$ cat config.mk
export PLATFORM = sky130hd
export DESIGN_NAME = pffl_core
export DESIGN_NICKNAME = d
export VERILOG_FILES = /design/src/pffl_pkg.sv /design/src/pffl_core.sv
export SDC_FILE = /design/constraint.sdc
export NUM_CORES = 1
export LEC_CHECK = 0
export BUFFER_PORTS_ARGS = -buffer_cell sky130_fd_sc_hd__buf_2
export CAP_MARGIN = 20
export CORE_ASPECT_RATIO = 0.9
export CORE_MARGIN = 10
export CORE_UTILIZATION = 46
export DETAILED_ROUTE_END_ITERATION = 10
export PLACE_DENSITY = 0.73
export REMOVE_ABC_BUFFERS = 1
export SLEW_MARGIN = 5
export SYNTH_ARGS = -nofsm -noshare
export SYNTH_HDL_FRONTEND = slang
export SYNTH_SLANG_ARGS = --single-unit
$ cat constraint.sdc
create_clock -name clk -period 5.1 [get_ports clk]
set_clock_uncertainty 0.15 [all_clocks]
set_input_delay 1.02 -clock clk [delete_from_list [all_inputs] [get_ports clk]]
set_output_delay 1.02 -clock clk [all_outputs]
set_load 0.1 [all_outputs]
$ cat src/pffl_pkg.sv
// ----------------------------------------------------------------------------
// pffl_pkg
// Shared types, widths and helpers for the page frame free list unit.
// ----------------------------------------------------------------------------
`default_nettype none

package pffl_pkg;

	localparam int FRAME_W     = 16;
	localparam int NUM_FRAMES  = 1 << FRAME_W;
	localparam int COUNT_W     = FRAME_W + 1;
	localparam int END_W       = FRAME_W + 2;
	localparam int CFG_W       = COUNT_W;
	localparam int IN_TDATA_W  = 56;
	localparam int IN_TUSER_W  = 2;
	localparam int OUT_TDATA_W = 56;
	localparam int OUT_TUSER_W = 1;

	localparam logic [COUNT_W-1:0] COUNT_MAX = {COUNT_W{1'b1}};

	typedef logic [FRAME_W-1:0] frame_t;
	typedef logic [COUNT_W-1:0] count_t;

	typedef enum logic [1:0] {
		ACT_ADD   = 2'd0,
		ACT_ALLOC = 2'd1,
		ACT_FREE  = 2'd2
	} action_t;

	typedef enum logic [0:0] {
		REG_SKIP_BASE   = 1'b0,
		REG_SKIP_FRAMES = 1'b1
	} cfg_reg_t;

	typedef enum logic [0:0] {
		ST_OK  = 1'b0,
		ST_OOM = 1'b1
	} status_t;

	typedef struct packed {
		frame_t skip_lo;
		count_t skip_frames;
	} cfg_t;

	typedef struct packed {
		action_t action;
		frame_t  region_base_frame;
		count_t  region_pages;
		logic    region_usable;
		frame_t  freed_frame;
	} req_t;

	typedef struct packed {
		frame_t  alloc_frame;
		status_t status;
		count_t  free_count;
		count_t  total_count;
	} res_t;

	typedef struct packed {
		logic   we;
		frame_t addr;
		frame_t data;
	} ram_wr_t;

	function automatic count_t sat_inc(input count_t c);
		sat_inc = (c == COUNT_MAX) ? COUNT_MAX : c + count_t'(1);
	endfunction

endpackage

`default_nettype wire

$ cat src/pffl_core.sv
// ----------------------------------------------------------------------------
// pffl_core
// Sequencer and shared frame-walk datapath: push, pop and region walk.
// ----------------------------------------------------------------------------
`default_nettype none

module pffl_core (
	input  wire logic             clk,
	input  wire logic             arst_n,
	input  wire pffl_pkg::cfg_t   cfg,
	input  wire logic             req_valid,
	input  wire pffl_pkg::req_t   req,
	output logic                  req_ready,
	input  wire logic             res_slot_free,
	output logic                  res_valid,
	output pffl_pkg::res_t        res,
	output pffl_pkg::ram_wr_t     ram_wr,
	output pffl_pkg::frame_t      ram_raddr,
	input  wire pffl_pkg::frame_t ram_rdata
);

	typedef enum logic [3:0] {
		S_IDLE = 4'b0001,
		S_WALK = 4'b0010,
		S_POP  = 4'b0100,
		S_DONE = 4'b1000
	} state_t;

	state_t state_q;
	pffl_pkg::frame_t head_q;
	pffl_pkg::count_t free_q;
	pffl_pkg::count_t total_q;
	pffl_pkg::count_t frame_q;
	logic [pffl_pkg::END_W-1:0] end_q;
	logic [pffl_pkg::END_W-1:0] win_hi_q;
	pffl_pkg::frame_t  res_frame_q;
	pffl_pkg::status_t res_status_q;

	logic accept;
	logic walk_more;
	logic in_window;
	logic walk_push;

	assign accept    = req_valid && req_ready;
	assign req_ready = (state_q == S_IDLE);

	// shared walk compare: frame still inside region and frame space, and skip test
	assign walk_more = ({1'b0, frame_q} < end_q) && !frame_q[pffl_pkg::FRAME_W];
	assign in_window = (frame_q >= {1'b0, cfg.skip_lo}) && ({1'b0, frame_q} < win_hi_q);
	assign walk_push = (state_q == S_WALK) && walk_more && !in_window;

	assign ram_raddr = head_q;

	always_comb begin
		ram_wr.we   = 1'b0;
		ram_wr.addr = req.freed_frame;
		ram_wr.data = head_q;
		if (walk_push) begin
			ram_wr.we   = 1'b1;
			ram_wr.addr = frame_q[pffl_pkg::FRAME_W-1:0];
		end else if (accept && req.action == pffl_pkg::ACT_FREE) begin
			ram_wr.we = 1'b1;
		end
	end

	assign res_valid       = (state_q == S_DONE) && res_slot_free;
	assign res.alloc_frame = res_frame_q;
	assign res.status      = res_status_q;
	assign res.free_count  = free_q;
	assign res.total_count = total_q;

	always_ff @(posedge clk or negedge arst_n) begin
		if (!arst_n) begin
			state_q <= S_IDLE;
			head_q  <= '0;
			free_q  <= '0;
			total_q <= '0;
		end else begin
			unique case (state_q)
				S_IDLE: begin
					if (accept) begin
						case (req.action)
							pffl_pkg::ACT_ADD: begin
								state_q <= req.region_usable ? S_WALK : S_DONE;
							end
							pffl_pkg::ACT_ALLOC: begin
								state_q <= (free_q == '0) ? S_DONE : S_POP;
							end
							pffl_pkg::ACT_FREE: begin
								head_q  <= req.freed_frame;
								free_q  <= pffl_pkg::sat_inc(free_q);
								state_q <= S_DONE;
							end
							default: begin
								state_q <= S_DONE;
							end
						endcase
					end
				end
				S_WALK: begin
					if (!walk_more) begin
						state_q <= S_DONE;
					end else if (walk_push) begin
						head_q  <= frame_q[pffl_pkg::FRAME_W-1:0];
						free_q  <= pffl_pkg::sat_inc(free_q);
						total_q <= pffl_pkg::sat_inc(total_q);
					end
				end
				S_POP: begin
					head_q  <= ram_rdata;
					free_q  <= free_q - pffl_pkg::count_t'(1);
					state_q <= S_DONE;
				end
				S_DONE: begin
					if (res_slot_free) begin
						state_q <= S_IDLE;
					end
				end
				default: begin
					state_q <= S_IDLE;
				end
			endcase
		end
	end

	always_ff @(posedge clk) begin
		if (accept) begin
			frame_q      <= {1'b0, req.region_base_frame};
			end_q        <= pffl_pkg::END_W'(req.region_base_frame)
			                + pffl_pkg::END_W'(req.region_pages);
			win_hi_q     <= pffl_pkg::END_W'(cfg.skip_lo)
			                + pffl_pkg::END_W'(cfg.skip_frames);
			res_frame_q  <= '0;
			res_status_q <= pffl_pkg::ST_OK;
			if (req.action == pffl_pkg::ACT_ALLOC) begin
				if (free_q == '0) begin
					res_status_q <= pffl_pkg::ST_OOM;
				end else begin
					res_frame_q <= head_q;
				end
			end
		end else if (state_q == S_WALK) begin
			frame_q <= frame_q + pffl_pkg::count_t'(1);
		end
	end

endmodule

`default_nettype wire

# Word level (Yosys, flattened, before mapping)
# Index checks and enable logic that the tools add are counted.
totals:
  out_inout_bits: 102
  elab_cells: 76
  register_bits: 124
op_classes:
  n_lt_le_gt_ge: 3
  bitwise: 1
  n_eq_ne: 14
  reduce_logical: 17
  n_addsub: 6
  mux: 25
ops:
  columns: ["op", "n"]
  rows:
  - ["$mux W16", 7]
  - ["$mux W17", 6]
  - ["$add A17 B1 Y17 const B", 3]
  - ["$pmux W17 S3", 1]
  - ["$pmux W16 S3", 1]
  - ["$add A16 B17 Y18", 2]
  - ["$lt A17 B18 Y1", 2]
  - ["$eq A17 B17 Y1 const B", 2]
  - ["$mux W4", 5]
  - ["$ge A17 B16 Y1", 1]
  - ["$logic_not A17 Y1", 1]
  - ["$sub A17 B1 Y17 const B", 1]
  - ["$pmux W4 S4", 1]
  - ["$ne A2 B2 Y1 const B", 4]
  - ["$pmux W4 S2", 1]
  - ["$logic_and A1 B1 Y1", 7]
  - ["$reduce_and A3 Y1", 2]
  - ["$reduce_and A5 Y1", 1]
  - ["$eq A4 B1 Y1 const B", 1]
  - ["$eq A4 B2 Y1 const B", 1]
  - ["$eq A4 B3 Y1 const B", 1]
  - ["$eq A4 B4 Y1 const B", 1]
  - ["$ne A2 B1 Y1 const B", 2]
  - ["$mux W1", 3]
  - ["8 further kinds", 9]

# Depth between registers and ports, before layout
# Gate-level depths: netlist (run 1).
depth:
  ltp_word: 7
  mapped_depth: 13
  depth_no_buf: 11

# Least setup slack after synthesis (run 1)
# OpenSTA, ideal clock, no wires.
synth_timing:
  kind: "reg-to-reg"
  start: "register state_q[0]"
  end: "register end_q[0] (netlist name), enable pin"
  setup_time_ns: 0.438
  slack_ns: -1.852
  path_stages_with_launch: 5
  n_path_buf: 1
  required_time_ns: 4.512
  arrival_ns: 6.364
  cell_sequence: "dfstp_2 -> nor4b_1 -> nand2_2 -> inv_1 -> clkbuf_1"
synth_via:
  elab_chain_len: 2
synth_rtl:
  columns: ["item", "line", "source"]
  rows:
  - ["start, declared", "pffl_core.sv:29", "state_t state_q;"]
  - ["start signal, assigned", "pffl_core.sv:84", "state_q <= req.region_usable ? S_WALK : S_DONE;"]
  - ["start signal, assigned", "pffl_core.sv:87", "state_q <= (free_q == '0) ? S_DONE : S_POP;"]
  - ["$eq A4 B1 Y1", "pffl_core.sv:45", "assign req_ready = (state_q == S_IDLE);"]
  - ["named net req_ready", "pffl_core.sv:13", "output logic req_ready,"]
  - ["$logic_and A1 B1 Y1", "pffl_core.sv:44", "assign accept = req_valid && req_ready;"]
  - ["named net accept", "pffl_core.sv:39", "logic accept;"]
  - ["end signal, assigned", "pffl_core.sv:129", "end_q <= pffl_pkg::END_W'(req.region_base_frame)"]
  - ["end, declared", "pffl_core.sv:34", "logic [pffl_pkg::END_W-1:0] end_q;"]
# The timed path passes the listed nets, and every way through them passes these cells.
# A chain may end at the register's enable or synchronous reset.

==> flow_summary.json, run 1 <==
{
  "power.total_mw": 6.57,
  "ys_ff_latch": 124,
  "cts_buffers": 17,
  "max_stage_delay_ns": 0.59,
  "ys_warn_count": 0,
  "layoutNonFillerInstCount": 1432,
  "grt_start_max_net_pins": 83,
  "vias": 8153,
  "dp.cells": 1399,
  "cts_tree": "done",
  "p_per_area_mw_per_mm2": 604,
  "area.growth.synth_to_final_pct": 22.8,
  "ys_types": 68,
  "reg2regPathDepth": 10,
  "place_ws_ns": 0.628,
  "avgRoutedWirePerCell_microns": 18.7,
  "grt_antenna_before_repair": 3,
  "synth.top_cell.area_share": 0.234,
  "hold_violations": 0,
  "outcome": "finished, final reports clean",
  "clock_path_buffers": 2,
  "die_x_microns": 166,
  "ir_worst_vdd_mv": 0.430,
  "placed_area_sq_mm": 0.0103,
  "io_pins": 207,
  "syn_inst": 982,
  "synth_edf_count": 69,
  "dp_hpwl_mm": 20.3,
  "initial_utilization": 0.465,
  "period_needed_ns": 4.78,
  "finalCritPeriodShare": 0.937,
  "postLayoutSetupSlackWorst_ns": 0.319,
  "hold_buffers": 0,
  "holdPathEnd": "total_q[16]$_DFFE_PN0P_",
  "rows": 48,
  "leakagePower_nw": 4.86,
  "path_delay_family": "compound AO/OA/AOI/OAI gates",
  "grt_setup_unrepaired": "no",
  "fin_area_sq_mm": 0.0109,
  "drive_gt1_frac": 0.228,
  "core_region_area_sq_mm": 0.0190,
  "holdPathStages": 1,
  "netlist_area_sq_mm": 0.00886,
  "grt_pass1_vias": 8022,
  "drt_iter0_markers": 710,
  "die_h_microns": 152,
  "drv_cap": 0,
  "synth_ff_type": "edfxtp_1",
  "fin_nets": 1359,
  "root_buffer": "clkbuf_16",
  "cp_cell_sequence": "ha_1, o21ai_0, a211oi_1, a211oi_1, o22ai_1, a31oi_1, or2_1, buf_4, nand2_1, o21ai_0, buf_12",
  "grt_pass1_wl_mm": 42.6,
  "htreeDepth": 4,
  "relSlewSlack": 0.308,
  "track_usage": 0.207,
  "grt_overflow": 0,
  "syn-mean-instance-area_sq_um": 9.02,
  "worst-setup-path-type": "reg -> out",
  "firstDrtPassIters": 6,
  "final_max_slew_viol_count": 0,
  "cts-resized-gates": 0,
  "crit_path_max_fanout": 21,
  "worstPathArrival_ns": 3.61,
  "wl_mm": 26.8,
  "via_per_inst": 5.69,
  "synthArstFlopShare": 0.435,
  "hold_start": "total_q[16]$_DFFE_PN0P_",
  "synth_top_cell_by_area": "edfxtp_1",
  "finalSetupViolCount": 0,
  "cp_num_buf_inv": 2,
  "io_buffer_count": 206,
  "critPathSlowestCell": "edfxtp_1",
  "ant_nets": 0,
  "synth_seq_area_share": 0.389,
  "synthTopCellsByArea": "edfxtp_1 23%, dfrtp_1 15%, ha_1 12%, nand2_1 5.6%, xnor2_1 4.4%",
  "cp-start-kind": "register",
  "post-route-util": 0.572,
  "hold_class": "reg -> reg",
  "gp_congestion": 0.905,
  "post_cts_buffers": 0,
  "clkSinkCount": 124,
  "tightest_slew_ns": 1.03,
  "die_area_sq_mm": 0.0252,
  "clkTransAtPathRegs_ns": 0.05,
  "required_ns": 3.93,
  "reg2reg_from": "frame_q[2]$_DFFE_PP_",
  "r2r_end": "free_q[0]$_DFFE_PN0P_",
  "fmax_mhz": 209,
  "worst_skew_pair.late_latency_ns": 0.42,
  "endpoint_kind": "output pin",
  "ff2ff_setup_slack_ns": 0.93,
  "post-route-drc-count": 0
}
-- layer usage --
| layer | track usage | vias to the layer above | wire, microns |
|---|---|---|---|
| li1 | - | 3901 | - |
| met1 | 0.281 | 3851 | 12400 |
| met2 | 0.317 | 356 | 11800 |
| met3 | 0.0503 | 43 | 2080 |
| met4 | 0.0754 | 2 | 541 |
| met5 | 0 | - | 7 |
-- state kept, by name (all words and copies together) (netlist names) --
signal,count
res_frame_q,16
end_q,18
frame_q,17
ram_raddr,16
state_q,4
free_q,17
total_q,17
res_status_q,1
win_hi_q,18
-- cells in the mapped netlist, types with 13 or more instances --
cell and number:
a31oi_1 19, a22oi_1 19, xnor2_1 44, nor4_1 17, nand4_1 13, nand2b_1 13, inv_1 74, buf_4 18
nand3_1 29, and2_1 16, a21oi_1 37, ha_1 84, clkbuf_1 27, dfrtp_1 53, nor2_1 65, o21ai_0 56
edfxtp_1 69, nor3_1 37, nand2_1 132
-- stage by stage --
step                      hold WS, ns  TNS, ns
final                           0.362        0
after CTS                       0.370        0
after global placement          0.352        0
after global routing            0.409        0
after floorplan                 0.412  -227.35
after detailed placement        0.358        0
-- cells by family after synthesis --
logic type | synth area share
AND/OR/NAND/NOR | 0.202
AO/OA/AOI/OAI | 0.158
flip-flops | 0.389
XOR/XNOR | 0.0544
adder cells (fa/ha/maj) | 0.123
buffers and inverters | 0.0644
multiplexers | 0.00876
-- how the worst max path moves through the flow --
stage | start | to | cells after the start
floorplan | state_q[0]$_DFFE_PN1P_ | ram_wr[32] | 5
global placement | cfg[17] | ram_wr[16] | 12
detailed placement | cfg[32] | ram_wr[16] | 13
CTS | frame_q[2]$_DFFE_PP_ | ram_wr[16] | 11
global route | frame_q[1]$_DFFE_PP_ | ram_wr[16] | 11
finish | frame_q[2]$_DFFE_PP_ | ram_wr[16] | 11
-- layout by cell type (no fill, tap or decap), drive strengths merged, types with 9 or more instances in the layout --
master,Yosys,layout
nand4,13,13
clkbuf,27,21
a21oi,37,37
nand2b,13,13
inv,74,74
nand2,134,134
a31oi,19,19
xnor2,44,44
a21o,9,9
buf,29,223
ha,84,84
nor4,17,17
dfrtp,53,53
xor2,11,11
and2,16,16
a22oi,19,19
nor2b,9,9
edfxtp,69,69
nor2,65,65
nor3,37,37
a211oi,12,12
o21ai,56,56
nand3,30,30
-- layout make-up --
class                      instances  area (sq um)
sequential                       124          3440
inverter                          74           278
clock inverter                    10           123
timing repair buffer             223          1410
clock buffer                      21           450
multi-input combinational        728          4860
antenna                            2          5.00
tap                              250           313
fill                            1687          8160
-- report_power, final --
group | internal (mW) | total [mW] | switching [mW] | leakage [nW]
Combinational | 0.797 | 3.60 | 2.80 | 3.31
Clock | 0.769 | 1.20 | 0.429 | 0.277
Sequential | 1.43 | 1.77 | 0.334 | 1.27
(Power assumes the default switching activity.)
==> run 2, diff against run 1 <==
--- a/config.mk
+++ b/config.mk
@@ -6,7 +6,7 @@
 export NUM_CORES = 1
 export LEC_CHECK = 0
 export BUFFER_PORTS_ARGS = -buffer_cell sky130_fd_sc_hd__buf_2
-export CAP_MARGIN = 20
+export CAP_MARGIN = 10
 export CORE_ASPECT_RATIO = 0.9
 export CORE_MARGIN = 10
 export CORE_UTILIZATION = 46
==> constraint.sdc (replaced) <==
create_clock -name clk -period 5.1 [get_ports clk]
set_clock_uncertainty 0.15 [all_clocks]
set_input_delay 0.51 -clock clk [delete_from_list [all_inputs] [get_ports clk]]
set_output_delay 0.51 -clock clk [all_outputs]
set_load 0.1 [all_outputs]
==> run 2 against run 1 <==
Core utilization is 0.37 points lower. Total power fell by 1.3%. Sequential share of layout area rose by 0.20 points. Die area unchanged. Critical path depth is the same. Highest routed layer is now met4. Routed wire length grew 0.35%. Clock-buffer cell count increased by 3. Non-clock buffer count shrank 5. Setup slack better by 0.092 ns. Flip-flop and latch count unchanged.
==> flow_summary.json, run 2 (synthesized netlist as in run 1, its figures left out) <==
{
  "cts_buffers": 17,
  "rows": 48,
  "ant_nets": 0,
  "endpoint_kind": "output pin",
  "core_region_area_sq_mm": 0.0190,
  "whs_ns": 0.0682,
  "cts_tree": "done",
  "via_per_inst": 5.70,
  "worst-setup-path-type": "reg -> out",
  "leakagePower_nw": 4.82,
  "p_int_mw": 2.93,
  "critPathSlowestCell": "nor2_1",
  "pwr-share-clk": 0.175,
  "final_max_slew_viol_count": 0,
  "grt_start_max_net_pins": 56,
  "wl_met1_mm": 12.1,
  "switchingPower_mw": 3.56,
  "reg_top3": "end_q: 18 flops, win_hi_q: 18 flops",
  "cp_cell_sequence": "ha_1, nand2_1, o21ai_0, a221oi_1, o2111a_1, nor2_1, or2_1, buf_4, nand2_1, o21ai_0, buf_12",
  "cts-resized-gates": 0,
  "vias": 8145,
  "avgRoutedWirePerCell_microns": 18.8,
  "wl_met2_mm": 11.8,
  "clock_path_buffers": 2,
  "gp_congestion": 0.927,
  "hold_class": "in -> async",
  "cp-start-kind": "register",
  "clkTransAtPathRegs_ns": 0.06,
  "period_needed_ns": 4.69,
  "io_buffer_count": 206,
  "hold_violations": 0,
  "die_area_sq_mm": 0.0252,
  "worst_skew_pair.late_latency_ns": 0.41,
  "initial_utilization": 0.465,
  "wl_met3_mm": 2.47,
  "dp_hpwl_mm": 20.7,
  "track_usage": 0.209,
  "final_cell_mix": "190 x buf_2, 132 x nand2_1, 84 x ha_1",
  "n_fill_cell": 1675,
  "finalSetupViolCount": 0,
  "fin_nets": 1354,
  "fmax_mhz": 213,
  "die_h_microns": 152,
  "drt_iter0_markers": 784,
  "p_per_area_mw_per_mm2": 599,
  "grt_antenna_before_repair": 2,
  "pwr-share-comb": 0.551,
  "die_x_microns": 166,
  "post-route-util": 0.568,
  "grt_pass1_wl_mm": 42.5,
  "grt_setup_unrepaired": "no",
  "io_pins": 207,
  "crit_path_max_fanout": 21,
  "mostFrequentLayoutCell": "buf_2",
  "clkSinkCount": 124,
  "hold_buffers": 0,
  "drive_gt1_frac": 0.227,
  "postLayoutSetupSlackWorst_ns": 0.410,
  "tightest_slew_ns": 1.09,
  "outcome": "finished, final reports clean",
  "area.growth.synth_to_final_pct": 22.1,
  "ir_worst_vdd_mv": 0.535,
  "ff2ff_setup_slack_ns": 0.60,
  "grt_overflow": 0,
  "power.total_mw": 6.48,
  "layoutNonFillerInstCount": 1429,
  "switching_share": 0.549,
  "firstDrtPassIters": 5,
  "post-route-drc-count": 0,
  "htreeDepth": 4,
  "wl_mm": 26.9,
  "finalCritPeriodShare": 0.920,
  "p_seq_frac": 0.274,
  "required_ns": 4.44,
  "relSlewSlack": 0.269,
  "dp.cells": 1394,
  "root_buffer": "clkbuf_16",
  "worstPathArrival_ns": 4.03,
  "highest-signal-layer": "met4",
  "max_stage_delay_ns": 0.83,
  "grt_pass1_vias": 7765,
  "drv_cap": 0,
  "post_cts_buffers": 0,
  "place_ws_ns": 0.667
}
run 2: worst paths after layout:
path,end,depth (start not counted),start
max reg2reg,free_q[0]$_DFFE_PN0P_,10,frame_q[2]$_DFFE_PP_
min reg2reg,total_q[16]$_DFFE_PN0P_,1,total_q[16]$_DFFE_PN0P_
max in group asynchronous,total_q[1]$_DFFE_PN0P_,2,arst_n
min in group clk,ram_raddr[8]$_DFFE_PN0P_,3,req[8]
max,ram_wr[16],11,frame_q[2]$_DFFE_PP_
min,free_q[8]$_DFFE_PN0P_,2,arst_n
run 2: routing by layer:
layer  GRT usage  up-vias
met1       0.283     3774
met5           0        -
li1            -     3905
met3      0.0536       35
met2       0.322      431
met4      0.0693        0
run 2: power groups by stage:
stage                     combinational (mW)  sequential, mW  clock (mW)
after floorplan                         1.19            3.32           0
after global placement                  3.53            1.78           0
after detailed placement                3.56            1.79           0
after CTS                               3.58            1.77        1.15
after global routing                    3.79            1.82        1.20
final                                   3.57            1.78        1.13
run 2: metrics by stage:
stage                     TNS, ns  area (sq um)
after floorplan           -219.67          8560
after global placement          0         10300
after detailed placement        0         10300
after CTS                       0         10800
after global routing            0         10800
final                           0         10800
run 2: cell type report:
class                           instances  area (sq um)  area share
Inverter                               74           278      0.0257
Clock buffer                           24           482      0.0446
Multi-Input combinational cell        728          4860       0.449
Timing Repair Buffer                  218          1360       0.126
Antenna cell                            3          7.51    0.000694
Tap cell                              250           313      0.0289
Sequential cell                       124          3440       0.319
Clock inverter                          8          68.8     0.00637
run 2: critical path, delay by kind of cell (launching register included):
family | cells | cell delay [ns]
flip-flops | 1 | 0.53
adder cells (fa/ha/maj) | 1 | 0.37
AND/OR/NAND/NOR | 4 | 1.35
AO/OA/AOI/OAI | 4 | 0.77
buffers and inverters | 2 | 0.57
